$ cat src/sv/lrg_pkg.sv
// Shared types and constants for the Lehmer random generator.
// No dependencies; every other file imports this package.
package lrg_pkg;

  localparam logic [15:0] LehmerMult  = 16'hbc8f;
  localparam logic [30:0] LehmerMod   = 31'h7fffffff;
  localparam logic [31:0] DefaultSeed = 32'h075bd924;

  typedef enum logic [0:0] {
    CMD_DRAW    = 1'b0,
    CMD_RESTART = 1'b1
  } cmd_e;

  typedef enum logic [0:0] {
    REG_SEED = 1'b0
  } reg_idx_e;

  typedef struct packed {
    cmd_e        cmd;
    logic [31:0] range_low;
    logic [31:0] range_high;
  } in_item_t;

  typedef struct packed {
    logic [30:0] raw_value;
    logic [31:0] ranged_value;
  } out_item_t;

  // One draw handed from the front end to the reduction back end.
  typedef struct packed {
    logic [30:0] raw;
    logic [31:0] low;
    logic [31:0] span;
  } job_t;

endpackage

$ cat src/sv/lrg_back.sv
// Back end: reduces the raw value by the span one bit per cycle, adds
// the lower bound and holds the result in the output register.
// Depends on lrg_pkg.
module lrg_back import lrg_pkg::*; (
  input  logic      clk_i,
  input  logic      rst_ni,
  input  logic      job_empty_i,
  input  job_t      job_i,
  output logic      job_pop_o,
  output logic      empty_o,
  input  logic      pop_i,
  output out_item_t item_o
);

  typedef enum logic [1:0] {
    S_IDLE = 2'b01,
    S_DIV  = 2'b10
  } state_e;

  state_e      state_q, state_d;
  logic [30:0] raw_q, raw_d;
  logic [31:0] low_q, low_d;
  logic [31:0] span_q, span_d;
  logic [31:0] rem_q, rem_d;
  logic [4:0]  cnt_q, cnt_d;
  logic        vld_q, vld_d;
  out_item_t   out_q, out_d;
  logic [4:0]  bit_idx;
  logic [32:0] shifted;
  logic        out_free;

  assign empty_o  = !vld_q;
  assign item_o   = out_q;
  assign out_free = !vld_q || pop_i;
  assign bit_idx  = cnt_q - 5'd1;
  assign shifted  = {rem_q, raw_q[bit_idx]};

  always_comb begin
    state_d   = state_q;
    raw_d     = raw_q;
    low_d     = low_q;
    span_d    = span_q;
    rem_d     = rem_q;
    cnt_d     = cnt_q;
    vld_d     = vld_q && !pop_i;
    out_d     = out_q;
    job_pop_o = 1'b0;
    unique case (state_q)
      S_IDLE: begin
        if (!job_empty_i) begin
          job_pop_o = 1'b1;
          raw_d     = job_i.raw;
          low_d     = job_i.low;
          span_d    = job_i.span;
          state_d   = S_DIV;
          // Skip the loop when the span is full or exceeds the value.
          if (job_i.span == '0 || job_i.span > {1'b0, job_i.raw}) begin
            rem_d = {1'b0, job_i.raw};
            cnt_d = 5'd0;
          end else begin
            rem_d = '0;
            cnt_d = 5'd31;
          end
        end
      end
      S_DIV: begin
        if (cnt_q != 5'd0) begin
          if (shifted >= {1'b0, span_q}) begin
            rem_d = 32'(shifted - {1'b0, span_q});
          end else begin
            rem_d = shifted[31:0];
          end
          cnt_d = cnt_q - 5'd1;
        end else if (out_free) begin
          out_d.raw_value    = raw_q;
          out_d.ranged_value = low_q + rem_q;
          vld_d              = 1'b1;
          state_d            = S_IDLE;
        end
      end
      default: state_d = S_IDLE;
    endcase
  end

  always_ff @(posedge clk_i) begin
    raw_q  <= raw_d;
    low_q  <= low_d;
    span_q <= span_d;
    rem_q  <= rem_d;
    out_q  <= out_d;
  end

  always_ff @(posedge clk_i or negedge rst_ni) begin
    if (!rst_ni) begin
      state_q <= S_IDLE;
      cnt_q   <= '0;
      vld_q   <= 1'b0;
    end else begin
      state_q <= state_d;
      cnt_q   <= cnt_d;
      vld_q   <= vld_d;
    end
  end

endmodule

$ cat config.mk
export PLATFORM = sky130hd
export DESIGN_NAME = lrg_back
export DESIGN_NICKNAME = d
export VERILOG_FILES = /design/src/sv/lrg_pkg.sv /design/src/sv/lrg_back.sv
export SDC_FILE = /design/constraint.sdc
export NUM_CORES = 1
export LEC_CHECK = 0
export BUFFER_PORTS_ARGS = -buffer_cell sky130_fd_sc_hd__buf_2
export CORE_AREA = 5 5 172 157
export DETAILED_ROUTE_END_ITERATION = 16
export DIE_AREA = 0 0 177 162
export PLACE_DENSITY = 0.76
export SYNTH_ARGS = -nofsm -noshare
export SYNTH_HDL_FRONTEND = slang
export SYNTH_SLANG_ARGS = --single-unit
$ cat constraint.sdc
create_clock -name clk_i -period 24.1 [get_ports clk_i]
set_input_delay 3.615 -clock clk_i [delete_from_list [all_inputs] [get_ports clk_i]]
set_output_delay 3.615 -clock clk_i [all_outputs]
set_load 0.01 [all_outputs]
==> key figures <==
Power and ir drop
  – Worst IR Drop VDD: 0.0528 mV
  – PD cells: 125 mW/mm2
  – Leakage: 5.48 nW
  – Pwr Total: 0.00160 W

Synth
  – EDFF count, synth: 190
  – Seq cells post-synth: 198
  – Mapped Cells: 950
  – Top-count cell post-synth: edfxtp_1
  – Cell Area, Synth: 0.0111 mm2
  – Ys Warns: 0
  – Mapped Avg Cell Area: 11.7 um2
  – Yosys cell types: 68
  – Yosys top cell by area: edfxtp_1
  – Primary FF master, synth: edfxtp_1
  – Fraction of registers with async set/reset: 0.0404
  – Post-synthesis sequential area ratio: 0.534
  – Syn_nets: 1146
  – Post-synth top area share: 0.515
  – Most frequent cells after synthesis: 190 x edfxtp_1, 100 x nand2_1, 95 x ha_1, 84 x inv_1, 70 x a21oi_1
  – Top post-synthesis cells by area: edfxtp_1 52%, ha_1 11%, xnor2_1 3.7%

STA
  – Skew final: 13.8 ps
  – Setup ws final: 16280 ps
  – Final setup vio count: 0
  – Post-layout minimum cycle time: 7820 ps
  – Fin crit share: 0.325
  – Slew HR: 0.285
  – Fmax: 0.128 GHz
  – Setup_tns: 0 ps
  – Slew @ Worst Pin: 1070 ps
  – Hold Vio Cnt, Final: 0
  – Slew Limit Fails: 0
  – RSZ-0062 raised after global routing: false

Setup path
  – Worst Setup EP: job_pop_o
  – Critical path endpoint category: primary output
  – Crit path required time: 20480 ps
  – Worst setup path startpoint: job_empty_i
  – Reg2reg setup slack: 18120 ps
  – R2r worst-path depth: 17
  – Crit-path max FO: 2
  – CP Launch Type: primary input
  – Critical setup path kind: primary input to primary output
  – FF-to-FF End: rem_q[30]$_DFFE_PP_
  – Worst r2r src: cnt_q[0]$_DFFE_PN0P_
  – WP data arrival: 4210 ps

Placement
  – Post-DP HPWL: 21000 um
  – GP Congestion: 0.975
  – Dpl ws: 16220 ps
  – Placed Area: 0.0123 mm2
  – Buffers on Ports: 163

GRT
  – Largest net degree at the start of global routing: 50
  – Antenna violations before repair: 2
  – Vias in the first global route: 7971
  – GRT Util Overall: 0.193
  – First-pass GRT wire length: 43100 um
  – Total gr overflow: 0

Clock network
  – Max H-tree Level: 4
  – Root Buffer: clkbuf_16
  – Clk pin slew, worst setup/hold paths: 70 ps
  – Skew-Pair Late Insertion Delay: 440 ps
  – Post-CTS sizing: 0
  – TritonCTS clock tree: built
  – CTS Hold Buffers Added: 0
  – Clk sinks: 198
  – Post-CTS setup buffers: 0
  – Clk buf depth: 2
  – Num CTS Buffers: 17

Floorplanning
  – Top Ports: 164
  – Die Y: 162 um
  – Initial Util: 0.444
  – Area of the core: 0.0249 mm2
  – Die width: 177 um
  – Cell Rows: 55
  – Die Outline Area: 0.0287 mm2

Routing
  – DR iter-0 viols: 691
  – Post-route DRC: 0
  – Vias/cell: 5.52
  – Per-cell routed wire length: 18.8 um
  – DRT antenna net count: 0
  – Final wirelength: 27700 um
  – DR pass1 iterations: 6
  – DR vias: 8138

Worst hold path
  – Worst Hold Class: flip-flop to flip-flop

Cells and area
  – Share of layout cells above drive strength 1: 0.201
  – Diode count: 0
  – Layout area overhead: 15.9%
  – Fin nets: 1315
  – Design area: 0.0128 mm2

Run
  – Max_cap viols: 0

Status
  – Outcome: complete, no violations
[cell type report]
type	count	area, um2
Clock inverter	15	124
Inverter	84	315
Tap cell	342	428
Sequential cell	198	5910
Clock buffer	17	425
Timing Repair Buffer	171	876
Multi-Input combinational cell	647	4760
Fill cell	2184	12100
[power breakdown]
part	internal [W]	leakage (nW)	switching, W
sequential	0.000504	1.87	0.0000535
clock	0.000143	0.278	0.000129
combinational	0.000330	3.34	0.000443
[critical path, stage by stage]
cell and delay [ps]:
buf_2 100, nor3b_2 280, buf_2 200
[logic make-up after synthesis]
group	synth area share
simple gates	0.100
xor+xnor	0.0490
buf+inv	0.0379
compound gates	0.148
fa+ha+maj	0.111
mux	0.0201
flops	0.534
[layer usage]
layer	routed length (um)	GRT usage
met1	12600	0.279
met2	12500	0.303
met3	2010	0.0337
met4	525	0.0541
met5	14	0
[flip-flops by register name, indices dropped and copies added (netlist names)]
register,cells
low_q,32
raw_q,31
state_q,2
rem_q,32
item_o,63
vld_q,1
span_q,32
cnt_q,5
[per-stage QoR]
| step | hold slack (ps) | instances | util |
|---|---|---|---|
| 2_1_floorplan | 421 | 950 | - |
| 3_3_place_gp | 428 | 1442 | 0.493 |
| 3_5_place_dp | 435 | 1442 | 0.493 |
| 4_1_cts | 457 | 1474 | 0.515 |
| 5_1_grt | 471 | 1474 | 0.515 |
| 6_report | 458 | 1474 | 0.515 |
[worst min-delay path by stage]
stage                              startpoint                   end  slack (ps)  depth (start not counted)
after global routing       raw_q[3]$_DFFE_PP_  item_o[35]$_DFFE_PP_         470                          0
after floorplan            raw_q[1]$_DFFE_PP_  item_o[33]$_DFFE_PP_         420                          0
after detailed placement  raw_q[14]$_DFFE_PP_  item_o[46]$_DFFE_PP_         430                          0
after global placement    raw_q[27]$_DFFE_PP_  item_o[59]$_DFFE_PP_         430                          0
after CTS                  raw_q[3]$_DFFE_PP_  item_o[35]$_DFFE_PP_         460                          0
final                     raw_q[27]$_DFFE_PP_  item_o[59]$_DFFE_PP_         460                          0
[placed cells by master (no fill, tap or decap), types with 8 or more instances in the layout]
| master | count |
|---|---|
| nor4_1 | 10 |
| nor3_1 | 11 |
| o21bai_1 | 8 |
| nand2b_1 | 13 |
| nor2b_1 | 9 |
| mux4_2 | 9 |
| clkbuf_16 | 17 |
| xor2_1 | 15 |
| a22oi_1 | 25 |
| nand3_1 | 11 |
| buf_4 | 8 |
| a21oi_1 | 70 |
| nor2_1 | 34 |
| a21o_1 | 45 |
| ha_1 | 95 |
| nand2_1 | 100 |
| o21ai_0 | 32 |
| buf_2 | 163 |
| edfxtp_1 | 190 |
| inv_1 | 83 |
| nand4_1 | 14 |
| xnor2_1 | 47 |
(Power assumes the default switching activity.)
