--- config.mk ---
export PLATFORM = sky130hd
export DESIGN_NAME = lrg_fifo
export DESIGN_NICKNAME = d
export VERILOG_FILES = /design/src/sv/lrg_pkg.sv /design/src/sv/lrg_fifo.sv
export SDC_FILE = /design/constraint.sdc
export NUM_CORES = 1
export LEC_CHECK = 0
export ABC_AREA = 1
export BUFFER_PORTS_ARGS = -buffer_cell sky130_fd_sc_hd__buf_2
export CELL_PAD_IN_SITES_DETAIL_PLACEMENT = 1
export CELL_PAD_IN_SITES_GLOBAL_PLACEMENT = 1
export CORE_MARGIN = 2
export CORE_UTILIZATION = 43
export CTS_BUF_LIST = sky130_fd_sc_hd__clkbuf_4
export DETAILED_ROUTE_END_ITERATION = 6
export PLACE_DENSITY = 0.93
export SETUP_SLACK_MARGIN = 0.3
export SLEW_MARGIN = 20
export SYNTH_ARGS = -nofsm -noshare
export SYNTH_HDL_FRONTEND = slang
export SYNTH_SLANG_ARGS = --single-unit
--- constraint.sdc ---
create_clock -name clk_i -period 6.5 [get_ports clk_i]
set_clock_uncertainty 0.1 [all_clocks]
set_input_delay 1.3 -clock clk_i [delete_from_list [all_inputs] [get_ports clk_i]]
set_output_delay 1.3 -clock clk_i [all_outputs]
set_load 0.05 [all_outputs]
--- src/sv/lrg_pkg.sv ---
// Shared types and constants for the Lehmer random generator.
// No dependencies; every other file imports this package.
package lrg_pkg;

  localparam logic [15:0] LehmerMult  = 16'hbc8f;
  localparam logic [30:0] LehmerMod   = 31'h7fffffff;
  localparam logic [31:0] DefaultSeed = 32'h075bd924;

  typedef enum logic [0:0] {
    CMD_DRAW    = 1'b0,
    CMD_RESTART = 1'b1
  } cmd_e;

  typedef enum logic [0:0] {
    REG_SEED = 1'b0
  } reg_idx_e;

  typedef struct packed {
    cmd_e        cmd;
    logic [31:0] range_low;
    logic [31:0] range_high;
  } in_item_t;

  typedef struct packed {
    logic [30:0] raw_value;
    logic [31:0] ranged_value;
  } out_item_t;

  // One draw handed from the front end to the reduction back end.
  typedef struct packed {
    logic [30:0] raw;
    logic [31:0] low;
    logic [31:0] span;
  } job_t;

endpackage

--- src/sv/lrg_fifo.sv ---
// Two-entry queue of draws between the front end and the back end.
// Depends on lrg_pkg.
module lrg_fifo import lrg_pkg::*; (
  input  logic clk_i,
  input  logic rst_ni,
  input  logic push_i,
  input  job_t data_i,
  output logic full_o,
  input  logic pop_i,
  output logic empty_o,
  output job_t data_o
);

  localparam int unsigned Depth = 2;
  localparam int unsigned PtrW  = $clog2(Depth);

  job_t            mem_q [Depth];
  logic [PtrW-1:0] wptr_q, rptr_q;
  logic [PtrW:0]   cnt_q;
  logic            do_push, do_pop;

  assign full_o  = (cnt_q == (PtrW+1)'(Depth));
  assign empty_o = (cnt_q == '0);
  assign do_push = push_i && !full_o;
  assign do_pop  = pop_i && !empty_o;
  assign data_o  = mem_q[rptr_q];

  always_ff @(posedge clk_i) begin
    if (do_push) begin
      mem_q[wptr_q] <= data_i;
    end
  end

  always_ff @(posedge clk_i or negedge rst_ni) begin
    if (!rst_ni) begin
      wptr_q <= '0;
      rptr_q <= '0;
      cnt_q  <= '0;
    end else begin
      if (do_push) begin
        wptr_q <= wptr_q + PtrW'(1);
      end
      if (do_pop) begin
        rptr_q <= rptr_q + PtrW'(1);
      end
      if (do_push && !do_pop) begin
        cnt_q <= cnt_q + (PtrW+1)'(1);
      end else if (do_pop && !do_push) begin
        cnt_q <= cnt_q - (PtrW+1)'(1);
      end
    end
  end

endmodule

==> results of run 1 <==
## cells in the mapped netlist
master      n  area [sq um]
nand2_1   294          1100
edfxtp_1  190          5710
buf_2      10          50.1
buf_4       9          67.6
inv_1       7          26.3
dfrtp_1     4           100
nor2_1      4          15.0
buf_6       2          22.5
o21ai_0     2          10.0
ha_1        1          12.5
inv_4       1          6.26
nand3_1     1          5.00
nand3b_1    1          7.51
nand4_1     1          6.26
xnor2_1     1          8.76
## final timing paths
check / from / end / slack [ns] / cells past startpoint
max in group asynchronous: rst_ni / rptr_q$_DFFE_PN0P_ / 5.74 / 1
worst min-delay path: rst_ni / wptr_q$_DFFE_PN0P_ / 0.42 / 1
worst max register to register: cnt_q[0]$_DFFE_PN0P_ / mem_q[1][72]$_DFFE_PP_ / 3.95 / 4
min in group clk_i: wptr_q$_DFFE_PN0P_ / wptr_q$_DFFE_PN0P_ / 0.42 / 2
worst max-delay path: rptr_q$_DFFE_PN0P_ / data_o[45] / 2.54 / 4
worst min register to register: wptr_q$_DFFE_PN0P_ / wptr_q$_DFFE_PN0P_ / 0.42 / 2
## per-layer routing
layer	wire [microns]	share of wire, %
met3	979	6.0
met4	338	2.1
met2	8540	52
met1	6490	40
met5	0	0
## critical path, delay by kind of cell, from the launching register on
family / cells / cell delay (ns)
buffers and inverters: 2 / 1.04
DFF: 1 / 0.65
and+or+nand+nor: 2 / 0.27
## state kept, by name (all words and copies together), names as in the netlist
name,count
cnt_q,2
rptr_q,1
wptr_q,1
mem_q,190
## metrics by stage
stage | utilization [%] | instance area (sq um) | total power, mW | hold slack (ns) | std cells
floorplan | - | 7150 | 3.55 | 0.349 | 528
CTS | 52.1 | 8550 | 4.66 | 0.359 | 958
global route | 52.2 | 8560 | 4.84 | 0.358 | 960
global placement | 50.6 | 8300 | 4.00 | 0.375 | 926
detailed placement | 50.6 | 8300 | 4.08 | 0.402 | 926
finish | 52.2 | 8560 | 4.61 | 0.418 | 961
## cell families (layout without fill, tap and decap cells)
kind of cell	Yosys count	after routing	share of synthesized area, %
simple gates	301	301	15.9
flops	194	194	81.2
buf+inv	29	239	2.42
compound gates	2	2	0.140
fa+ha+maj	1	1	0.175
xor+xnor	1	1	0.123
other cells	0	3	0
## where the power goes
group	leakage [nW]	total, mW	internal (mW)	switching [mW]
Sequential	1.81	1.81	1.71	0.106
Combinational	1.73	2.21	0.398	1.81
Clock	0.136	0.588	0.164	0.424
## layout make-up
cell class	instances	area share (%)
sequential	194	67.9
inverter	8	0.409
clock buffer	17	1.49
tap	220	3.21
antenna	3	0.0877
multi-input combinational	305	13.7
clock inverter	15	1.46
timing repair buffer	199	11.7
## placed cells by master (no fill, tap or decap)
| cell | count |
|---|---|
| buf_2 | 195 |
| buf_4 | 4 |
| clkbuf_4 | 17 |
| clkinv_1 | 2 |
| clkinv_2 | 1 |
| clkinv_4 | 3 |
| clkinvlp_4 | 2 |
| dfrtp_1 | 3 |
| dfrtp_4 | 1 |
| diode_2 | 3 |
| edfxtp_1 | 190 |
| ha_1 | 1 |
| inv_1 | 6 |
| inv_4 | 2 |
| inv_6 | 3 |
| inv_8 | 4 |
| nand2_1 | 294 |
| nand3_1 | 1 |
| nand3b_1 | 1 |
| nand4_1 | 1 |
| nor2_1 | 3 |
| nor2_4 | 1 |
| o21ai_0 | 2 |
| xnor2_1 | 1 |
==> impl_metrics.env, run 1 <==
export IMPL_seqCellArea_sq_um=5810
export IMPL_setup_tns_ns=0
export IMPL_cts_root_buf="clkbuf_4"
export IMPL_cts_tree="done"
export IMPL_chipHeight_microns=133
export IMPL_drcViolationCount=0
export IMPL_critPathMaxFanout=96
export IMPL_rows=47
export IMPL_syn_num_nets=628
export IMPL_grt_overflow_total=0
export IMPL_critPathLaunchType="flop"
export IMPL_setup_violations=0
export IMPL_grt_pass1_vias=5044
export IMPL_post_drt_wl_per_cell_microns=17.0
export IMPL_post_cts_buffers=0
export IMPL_ys_seq_area_share_pct=81.2
export IMPL_antenna_found_initial=3
export IMPL_core_region_area_sq_um=16400
export IMPL_cts_max_level=4
export IMPL_rsz0062_at_grt="no"
export IMPL_cts_sinks=194
export IMPL_grt_max_degree=97
export IMPL_hold_viol_final=0
export IMPL_busiest_layer="met2"
export IMPL_maxSlewHeadroom_pct=35.0
export IMPL_synth_cell_types=15
export IMPL_p_leak_nw=3.68
export IMPL_viasPerCell=4.78
export IMPL_maxCapViolCount=0
export IMPL_gp_congestion=0.766
export IMPL_grt_util_met1_pct=22.2
export IMPL_die_w_microns=133
export IMPL_start_util_pct=43.6
export IMPL_cts_clk_slew_worst_paths_ns=0.15
export IMPL_syn2layout_area_growth_pct=19.8
export IMPL_crit_top_cell="nand2_1"
export IMPL_first_pass_iters=4
export IMPL_cts_hold_buffers=0
export IMPL_dp_hpwl_microns=11300
export IMPL_layout_min_cycle_time_ns=3.96
export IMPL_io_buffer_count=195
export IMPL_clock_latency_ns=0.56
export IMPL_antenna_left=0
export IMPL_die_area_sq_um=17700
export IMPL_multi_input_area_sq_um=1180
export IMPL_pwr_density_cell_nw_per_um2=538
export IMPL_layout_drive_gt1_share_pct=31.6
export IMPL_ios=196
export IMPL_worst_slack_ns=2.54
export IMPL_fin_nets=825
export IMPL_hold_path_class="in -> async"
export IMPL_syn_area_sq_um=7150
export IMPL_cts_buffer_depth=2
export IMPL_grt_use_total_pct=18.8
export IMPL_end_kind="output port"
export IMPL_fillers=1746
export IMPL_required_ns=5.10
export IMPL_cts_made_buffers=17
export IMPL_fmax_mhz=252
export IMPL_num_vias=4592
export IMPL_crit_chain="inv_4 > nand2_1 > nand2_1 > buf_2"
export IMPL_maxSlewViolCount=0
export IMPL_yosys_warnings=0
export IMPL_routed_wl_microns=16300
export IMPL_grt_use_met3_pct=5.40
export IMPL_status="completed"
export IMPL_arrival_ns=2.56
export IMPL_worst_slew_pin_slew_ns=0.975
export IMPL_max_vdd_ir_drop_uv=306
export IMPL_synth_seq_cells=194
export IMPL_slowest_delay_ns=0.77
export IMPL_synthCells=528
export IMPL_cp_slowest_cell="inv_4"
export IMPL_grt_use_met2_pct=32.4
export IMPL_setup_worst_path_class="reg -> out"
export IMPL_first_iter_violations=270
export IMPL_post_route_period_util_pct=60.9
export IMPL_place_ws_ns=3.04
export IMPL_postCtsResizedCells=0
export IMPL_syn_area_per_cell_sq_um=13.5
export IMPL_grt_pass1_wl_microns=25200
Power figures use the tool's default switching activity.
==> inputs of run 2 (changes only) <==
==> constraint.sdc (replaced) <==
create_clock -name clk_i -period 4.1 [get_ports clk_i]
set_clock_uncertainty 0.1 [all_clocks]
set_input_delay 0.82 -clock clk_i [delete_from_list [all_inputs] [get_ports clk_i]]
set_output_delay 0.82 -clock clk_i [all_outputs]
set_load 0.05 [all_outputs]
==> impl_metrics.env, run 2 (synthesis gave the netlist of run 1 again) <==
export IMPL_status="completed"
export IMPL_syn2layout_area_growth_pct=21.3
export IMPL_num_vias=4523
export IMPL_die_area_sq_um=17700
export IMPL_layout_min_cycle_time_ns=3.28
export IMPL_setup_violations=0
export IMPL_critical_path_startpoint="rptr_q$_DFFE_PN0P_"
export IMPL_grt_overflow_total=0
export IMPL_r2r_setup_slack_ns=1.82
export IMPL_rows=47
export IMPL_layout_drive_gt1_share_pct=31.5
export IMPL_r2r_start="cnt_q[1]$_DFFE_PN0P_"
export IMPL_fin_nets=827
export IMPL_end_kind="output port"
export IMPL_max_vdd_ir_drop_uv=552
export IMPL_pwr_density_cell_nw_per_um2=871
export IMPL_grt_max_degree=97
export IMPL_critPathLaunchType="flop"
export IMPL_post_route_period_util_pct=79.9
export IMPL_cp_slowest_cell="buf_4"
export IMPL_grt_use_total_pct=18.5
export IMPL_critPathMaxFanout=96
export IMPL_arrival_ns=2.36
export IMPL_maxSlewHeadroom_pct=31.0
export IMPL_regToRegEndpoint="mem_q[0][9]$_DFFE_PP_"
export IMPL_viasPerCell=4.71
export IMPL_ios=196
export IMPL_hold_viol_final=0
export IMPL_slowest_delay_ns=0.78
export IMPL_drcViolationCount=0
export IMPL_min_path_cells=1
export IMPL_cts_max_level=4
export IMPL_rr_worst_depth=6
export IMPL_top_register="mem_q"
export IMPL_maxCapViolCount=0
export IMPL_chipHeight_microns=133
export IMPL_largest_reg_flops=190
export IMPL_rsz0062_at_grt="no"
export IMPL_crit_chain="buf_4 > nand2_1 > nand2_1 > buf_2"
export IMPL_final_util_pct=52.8
export IMPL_start_util_pct=43.6
export IMPL_p_leak_nw=3.74
export IMPL_crit_top_cell="nand2_1"
export IMPL_mostFrequentLayoutCells="nand2_1, buf_2, edfxtp_1"
export IMPL_maxSlewViolCount=0
export IMPL_io_buffer_count=195
export IMPL_setup_worst_path_class="reg -> out"
export IMPL_core_region_area_sq_um=16400
export IMPL_cts_buffer_depth=2
export IMPL_setup_tns_ns=0
export IMPL_cts_root_buf="clkbuf_4"
export IMPL_required_ns=3.18
export IMPL_hold_path_startpoint="data_i[26]"
export IMPL_grt_pass1_vias=4808
export IMPL_die_w_microns=133
export IMPL_dp_hpwl_microns=10900
export IMPL_routed_wl_microns=16300
export IMPL_reg_top3="mem_q (190), cnt_q (2)"
export IMPL_gp_congestion=0.722
export IMPL_postCtsResizedCells=0
export IMPL_whs_endpoint="mem_q[0][26]$_DFFE_PP_"
export IMPL_first_iter_violations=217
export IMPL_worst_slew_pin_slew_ns=1.03
export IMPL_antenna_found_initial=3
export IMPL_cts_sinks=194
export IMPL_cts_made_buffers=17
export IMPL_layout_cells_most_common="nand2_1"
export IMPL_cts_clk_slew_worst_paths_ns=0.16
export IMPL_post_drt_wl_per_cell_microns=16.9
export IMPL_antenna_left=0
export IMPL_clock_latency_ns=0.52
export IMPL_grt_pass1_wl_microns=24900
export IMPL_cts_tree="done"
export IMPL_first_pass_iters=4
export IMPL_fmax_mhz=305
export IMPL_hold_path_class="in -> reg"
run 2: changes by cell type in the layout (fill, tap and decap cells not counted), moves of 2 or more:
| cell | previous run | this run |
|---|---|---|
| clkbuf_4 | 17 | 19 |
| clkinv_4 | 3 | 1 |
| bufinv_16 | 0 | 5 |
| inv_8 | 4 | 1 |
run 2: worst max-delay path: cells and delay by family (launching register included):
family                 cells  cell delay [ns]
buffers and inverters      2             1.05
AND/OR/NAND/NOR            2             0.26
flip-flops                 1             0.45
run 2: how the worst max path moves through the flow:
| stage | endpoint | slack (ns) | depth (start not counted) |
|---|---|---|---|
| floorplan | mem_q[0][0]$_DFFE_PP_ | 0.65 | 4 |
| global placement | data_o[60] | 1.39 | 4 |
| detailed placement | data_o[72] | 1.37 | 4 |
| CTS | data_o[16] | 0.72 | 4 |
| global route | data_o[60] | 0.62 | 4 |
| finish | data_o[21] | 0.82 | 4 |
run 2: cell type report:
type                    count  area (sq um)
inverters                   8          35.0
diodes                      2          5.00
clock buffers              19           143
flip-flops and latches    194          5810
well taps                 220           275
clock inverters            12           203
repair buffers            201          1020
multi-input cells         305          1180
fillers                  1730          7740
run 2: layer usage:
layer	vias up	track usage [%]	routed length [microns]
li1	2172	-	-
met1	2185	21.2	6510
met2	143	33.2	8530
met3	21	5.40	980
met4	2	5.91	256
met5	-	0	13
run 2: power breakdown:
group	leakage [nW]	switching, mW	internal [mW]
clock network	0.181	0.617	0.562
registers	1.81	0.125	2.70
logic	1.74	2.90	0.642
total	3.74	3.64	3.91
run 2: timing repair:
action	in CTS	in global routing
setup buffers	0	0
hold buffers	1	0
endpoints found under the hold margin	4	0
run 2: per-stage QoR:
stage          instances  power, mW  hold slack (ns)  worst slack [ns]  instance area [sq um]
6_report             961       7.55            0.370             0.824                   8670
5_1_grt              961       7.91            0.289             0.617                   8670
4_1_cts              959       7.64            0.286             0.717                   8660
3_5_place_dp         927       6.46            0.385              1.37                   8310
3_3_place_gp         927       6.33            0.364              1.39                   8310
2_1_floorplan        528       5.61            0.349             0.646                   7150
==> inputs of run 3 (changes only) <==
--- a/config.mk
+++ b/config.mk
@@ -5,15 +5,15 @@
 export SDC_FILE = /design/constraint.sdc
 export NUM_CORES = 1
 export LEC_CHECK = 0
-export ABC_AREA = 1
+export ABC_AREA = 0
 export BUFFER_PORTS_ARGS = -buffer_cell sky130_fd_sc_hd__buf_2
 export CELL_PAD_IN_SITES_DETAIL_PLACEMENT = 1
 export CELL_PAD_IN_SITES_GLOBAL_PLACEMENT = 1
 export CORE_MARGIN = 2
-export CORE_UTILIZATION = 43
+export CORE_UTILIZATION = 42
 export CTS_BUF_LIST = sky130_fd_sc_hd__clkbuf_4
 export DETAILED_ROUTE_END_ITERATION = 6
-export PLACE_DENSITY = 0.93
+export PLACE_DENSITY = 0.9
 export SETUP_SLACK_MARGIN = 0.3
 export SLEW_MARGIN = 20
 export SYNTH_ARGS = -nofsm -noshare
==> constraint.sdc (replaced) <==
create_clock -name clk_i -period 2.65 [get_ports clk_i]
set_clock_uncertainty 0.1 [all_clocks]
set_input_delay 0.53 -clock clk_i [delete_from_list [all_inputs] [get_ports clk_i]]
set_output_delay 0.53 -clock clk_i [all_outputs]
set_load 0.05 [all_outputs]
==> impl_metrics.env, run 3 <==
export IMPL_status="completed"
export IMPL_grt_pass1_wl_microns=26500
export IMPL_gp_congestion=0.723
export IMPL_clock_latency_ns=0.56
export IMPL_ys_top_cells_by_count="edfxtp_1, mux2_2, mux2_4, buf_2"
export IMPL_die_w_microns=135
export IMPL_core_region_area_sq_um=17100
export IMPL_top_register="mem_q"
export IMPL_fmax_mhz=388
export IMPL_routed_wl_microns=19400
export IMPL_end_kind="output port"
export IMPL_synth_flop_cell="edfxtp_1"
export IMPL_critical_path_top_delay_family="flip-flops"
export IMPL_synth_area_leaders="edfxtp_1, mux2_2, mux2_4"
export IMPL_worst_slack_ns=0.0738
export IMPL_grt_use_total_pct=20.0
export IMPL_min_path_cells=1
export IMPL_ios=196
export IMPL_setup_worst_path_class="reg -> out"
export IMPL_critPathBufInv=3
export IMPL_r2r_setup_slack_ns=0.68
export IMPL_num_vias=4030
export IMPL_layout_min_cycle_time_ns=2.58
export IMPL_cp_slowest_cell="dfrtp_4"
export IMPL_grt_max_degree=52
export IMPL_critPathLaunchType="flop"
export IMPL_pwr_density_cell_nw_per_um2=1300
export IMPL_syn_num_nets=415
export IMPL_crit_cells=4
export IMPL_synth_seq_cells=194
export IMPL_yosys_area_top_type="edfxtp_1"
export IMPL_p_comb_share_pct=55.1
export IMPL_cts_root_buf="clkbuf_4"
export IMPL_drcViolationCount=0
export IMPL_first_iter_violations=255
export IMPL_cts_sinks=194
export IMPL_fin_nets=697
export IMPL_syn_area_per_cell_sq_um=23.0
export IMPL_setup_tns_ns=0
export IMPL_place_ws_ns=0.617
export IMPL_reg_top3="mem_q (190), cnt_q (2)"
export IMPL_dp_hpwl_microns=10300
export IMPL_maxSlewHeadroom_pct=61.3
export IMPL_p_sw_mw=5.56
export IMPL_p_clk_share_pct=13.3
export IMPL_cts_made_buffers=17
export IMPL_slowest_delay_ns=0.56
export IMPL_synth_edff_count=190
export IMPL_first_pass_iters=4
export IMPL_fillers=1475
export IMPL_largest_reg_flops=190
export IMPL_arrival_ns=1.95
export IMPL_synthCells=315
export IMPL_cts_tree="done"
export IMPL_post_route_period_util_pct=97.2
export IMPL_yosys_warnings=0
export IMPL_viasPerCell=4.80
export IMPL_ys_seq_area_share_pct=80.0
export IMPL_worst_slew_pin_slew_ns=0.581
export IMPL_cts_max_level=4
export IMPL_rsz0062_at_grt="yes"
export IMPL_antenna_found_initial=3
export IMPL_grt_pass1_vias=4606
export IMPL_p_leak_nw=4.24
export IMPL_critPathMaxFanout=7
export IMPL_layout_cells_most_common="edfxtp_1"
export IMPL_syn_area_sq_um=7250
export IMPL_die_area_sq_um=18300
export IMPL_max_vdd_ir_drop_uv=760
export IMPL_io_buffer_count=195
export IMPL_p_int_mw=8.47
export IMPL_layout_drive_gt1_share_pct=57.5
export IMPL_setup_violations=0
export IMPL_yosysMostFrequentCell="edfxtp_1"
export IMPL_cts_buffer_depth=2
export IMPL_cts_clk_slew_worst_paths_ns=0.16
export IMPL_crit_chain="buf_12 > clkbuf_16 > mux2_4 > buf_6"
export IMPL_rows=48
export IMPL_syn2layout_area_growth_pct=48.3
export IMPL_swShare_pct=39.6
export IMPL_required_ns=2.02
export IMPL_async_flop_share_pct=2.06
export IMPL_rr_worst_depth=3
export IMPL_post_drt_wl_per_cell_microns=23.2
export IMPL_grt_overflow_total=0
export IMPL_maxCapViolCount=0
export IMPL_mostFrequentLayoutCells="edfxtp_1, buf_2, mux2_4"
export IMPL_netlist_area_leader_share_pct=78.7
export IMPL_finish_instance_area_sq_um=10800
export IMPL_hold_path_class="in -> reg"
export IMPL_start_util_pct=42.4
export IMPL_placed_area_sq_um=8500
export IMPL_maxSlewViolCount=0
export IMPL_pwr_share_seq_pct=31.7
export IMPL_antenna_left=0
export IMPL_synth_cell_types=17
export IMPL_chipHeight_microns=135
export IMPL_hold_viol_final=0
run 3: area by class of cell:
cell class              count  area, sq um  share of cell area [%]
flip-flops and latches    194         5810                    54.0
repair buffers            274         2870                    26.7
multi-input cells         108         1430                    13.3
well taps                 225          282                    2.62
clock inverters            13          205                    1.91
clock buffers              19          143                    1.33
diodes                      4         10.0                  0.0931
inverters                   2         7.51                  0.0698
run 3: power groups by stage:
stage                     registers (mW)  logic [mW]  clock network, mW
final                               4.44        7.73               1.86
after global routing                4.50        7.98               2.01
after CTS                           4.42        6.85               1.89
after detailed placement            4.48        5.25                  0
after global placement              4.42        5.13                  0
after floorplan                     4.40        4.29                  0
run 3: routing by layer:
layer,wire (microns),share of wire (%),GRT usage (%),up-vias
met4,401,2.1,8.16,0
met5,0,0,0,-
met1,7110,37,21.8,2024
met3,878,4.5,5.13,28
li1,-,-,-,1816
met2,11100,57,37.1,162
run 3: worst register-to-register path, delay by kind of cell, from the launching register on:
family	cells	cell delay, ns
AND/OR/NAND/NOR	2	0.64
flip-flops	1	0.50
buffers and inverters	1	0.39
run 3: what timing repair did:
action                                 4_1_cts  5_1_grt
setup endpoints to repair                   95       95
hold buffers                                47        7
buffers inserted                             5        0
cloned                                       7        6
gates resized for setup                    195       92
endpoints found under the hold margin       83       10
run 3: logic make-up after synthesis:
| logic type | after synthesis | synth area share, % |
|---|---|---|
| simple gates | 6 | 0.380 |
| buf+inv | 13 | 1.91 |
| flops | 194 | 80.0 |
| xor+xnor | 5 | 0.604 |
| fa+ha+maj | 1 | 0.172 |
| compound gates | 1 | 0.0689 |
| mux | 95 | 16.8 |
run 3: final timing paths:
| check | startpoint | end |
|---|---|---|
| max | rptr_q$_DFFE_PN0P_ | data_o[24] |
| min | data_i[69] | mem_q[1][69]$_DFFE_PP_ |
| max reg2reg | cnt_q[0]$_DFFE_PN0P_ | mem_q[1][44]$_DFFE_PP_ |
| min reg2reg | wptr_q$_DFFE_PN0P_ | wptr_q$_DFFE_PN0P_ |
| max in group asynchronous | rst_ni | wptr_q$_DFFE_PN0P_ |
| min in group asynchronous | rst_ni | cnt_q[0]$_DFFE_PN0P_ |
run 3: stage by stage:
stage	hold WS [ns]	total power, mW	instances	util (%)
floorplan	0.134	8.69	315	-
global placement	0.237	9.54	731	49.7
detailed placement	0.239	9.73	731	49.7
CTS	0.0000175	13.2	822	59.5
global route	0.00653	14.5	838	62.8
finish	0.0620	14.0	839	62.8
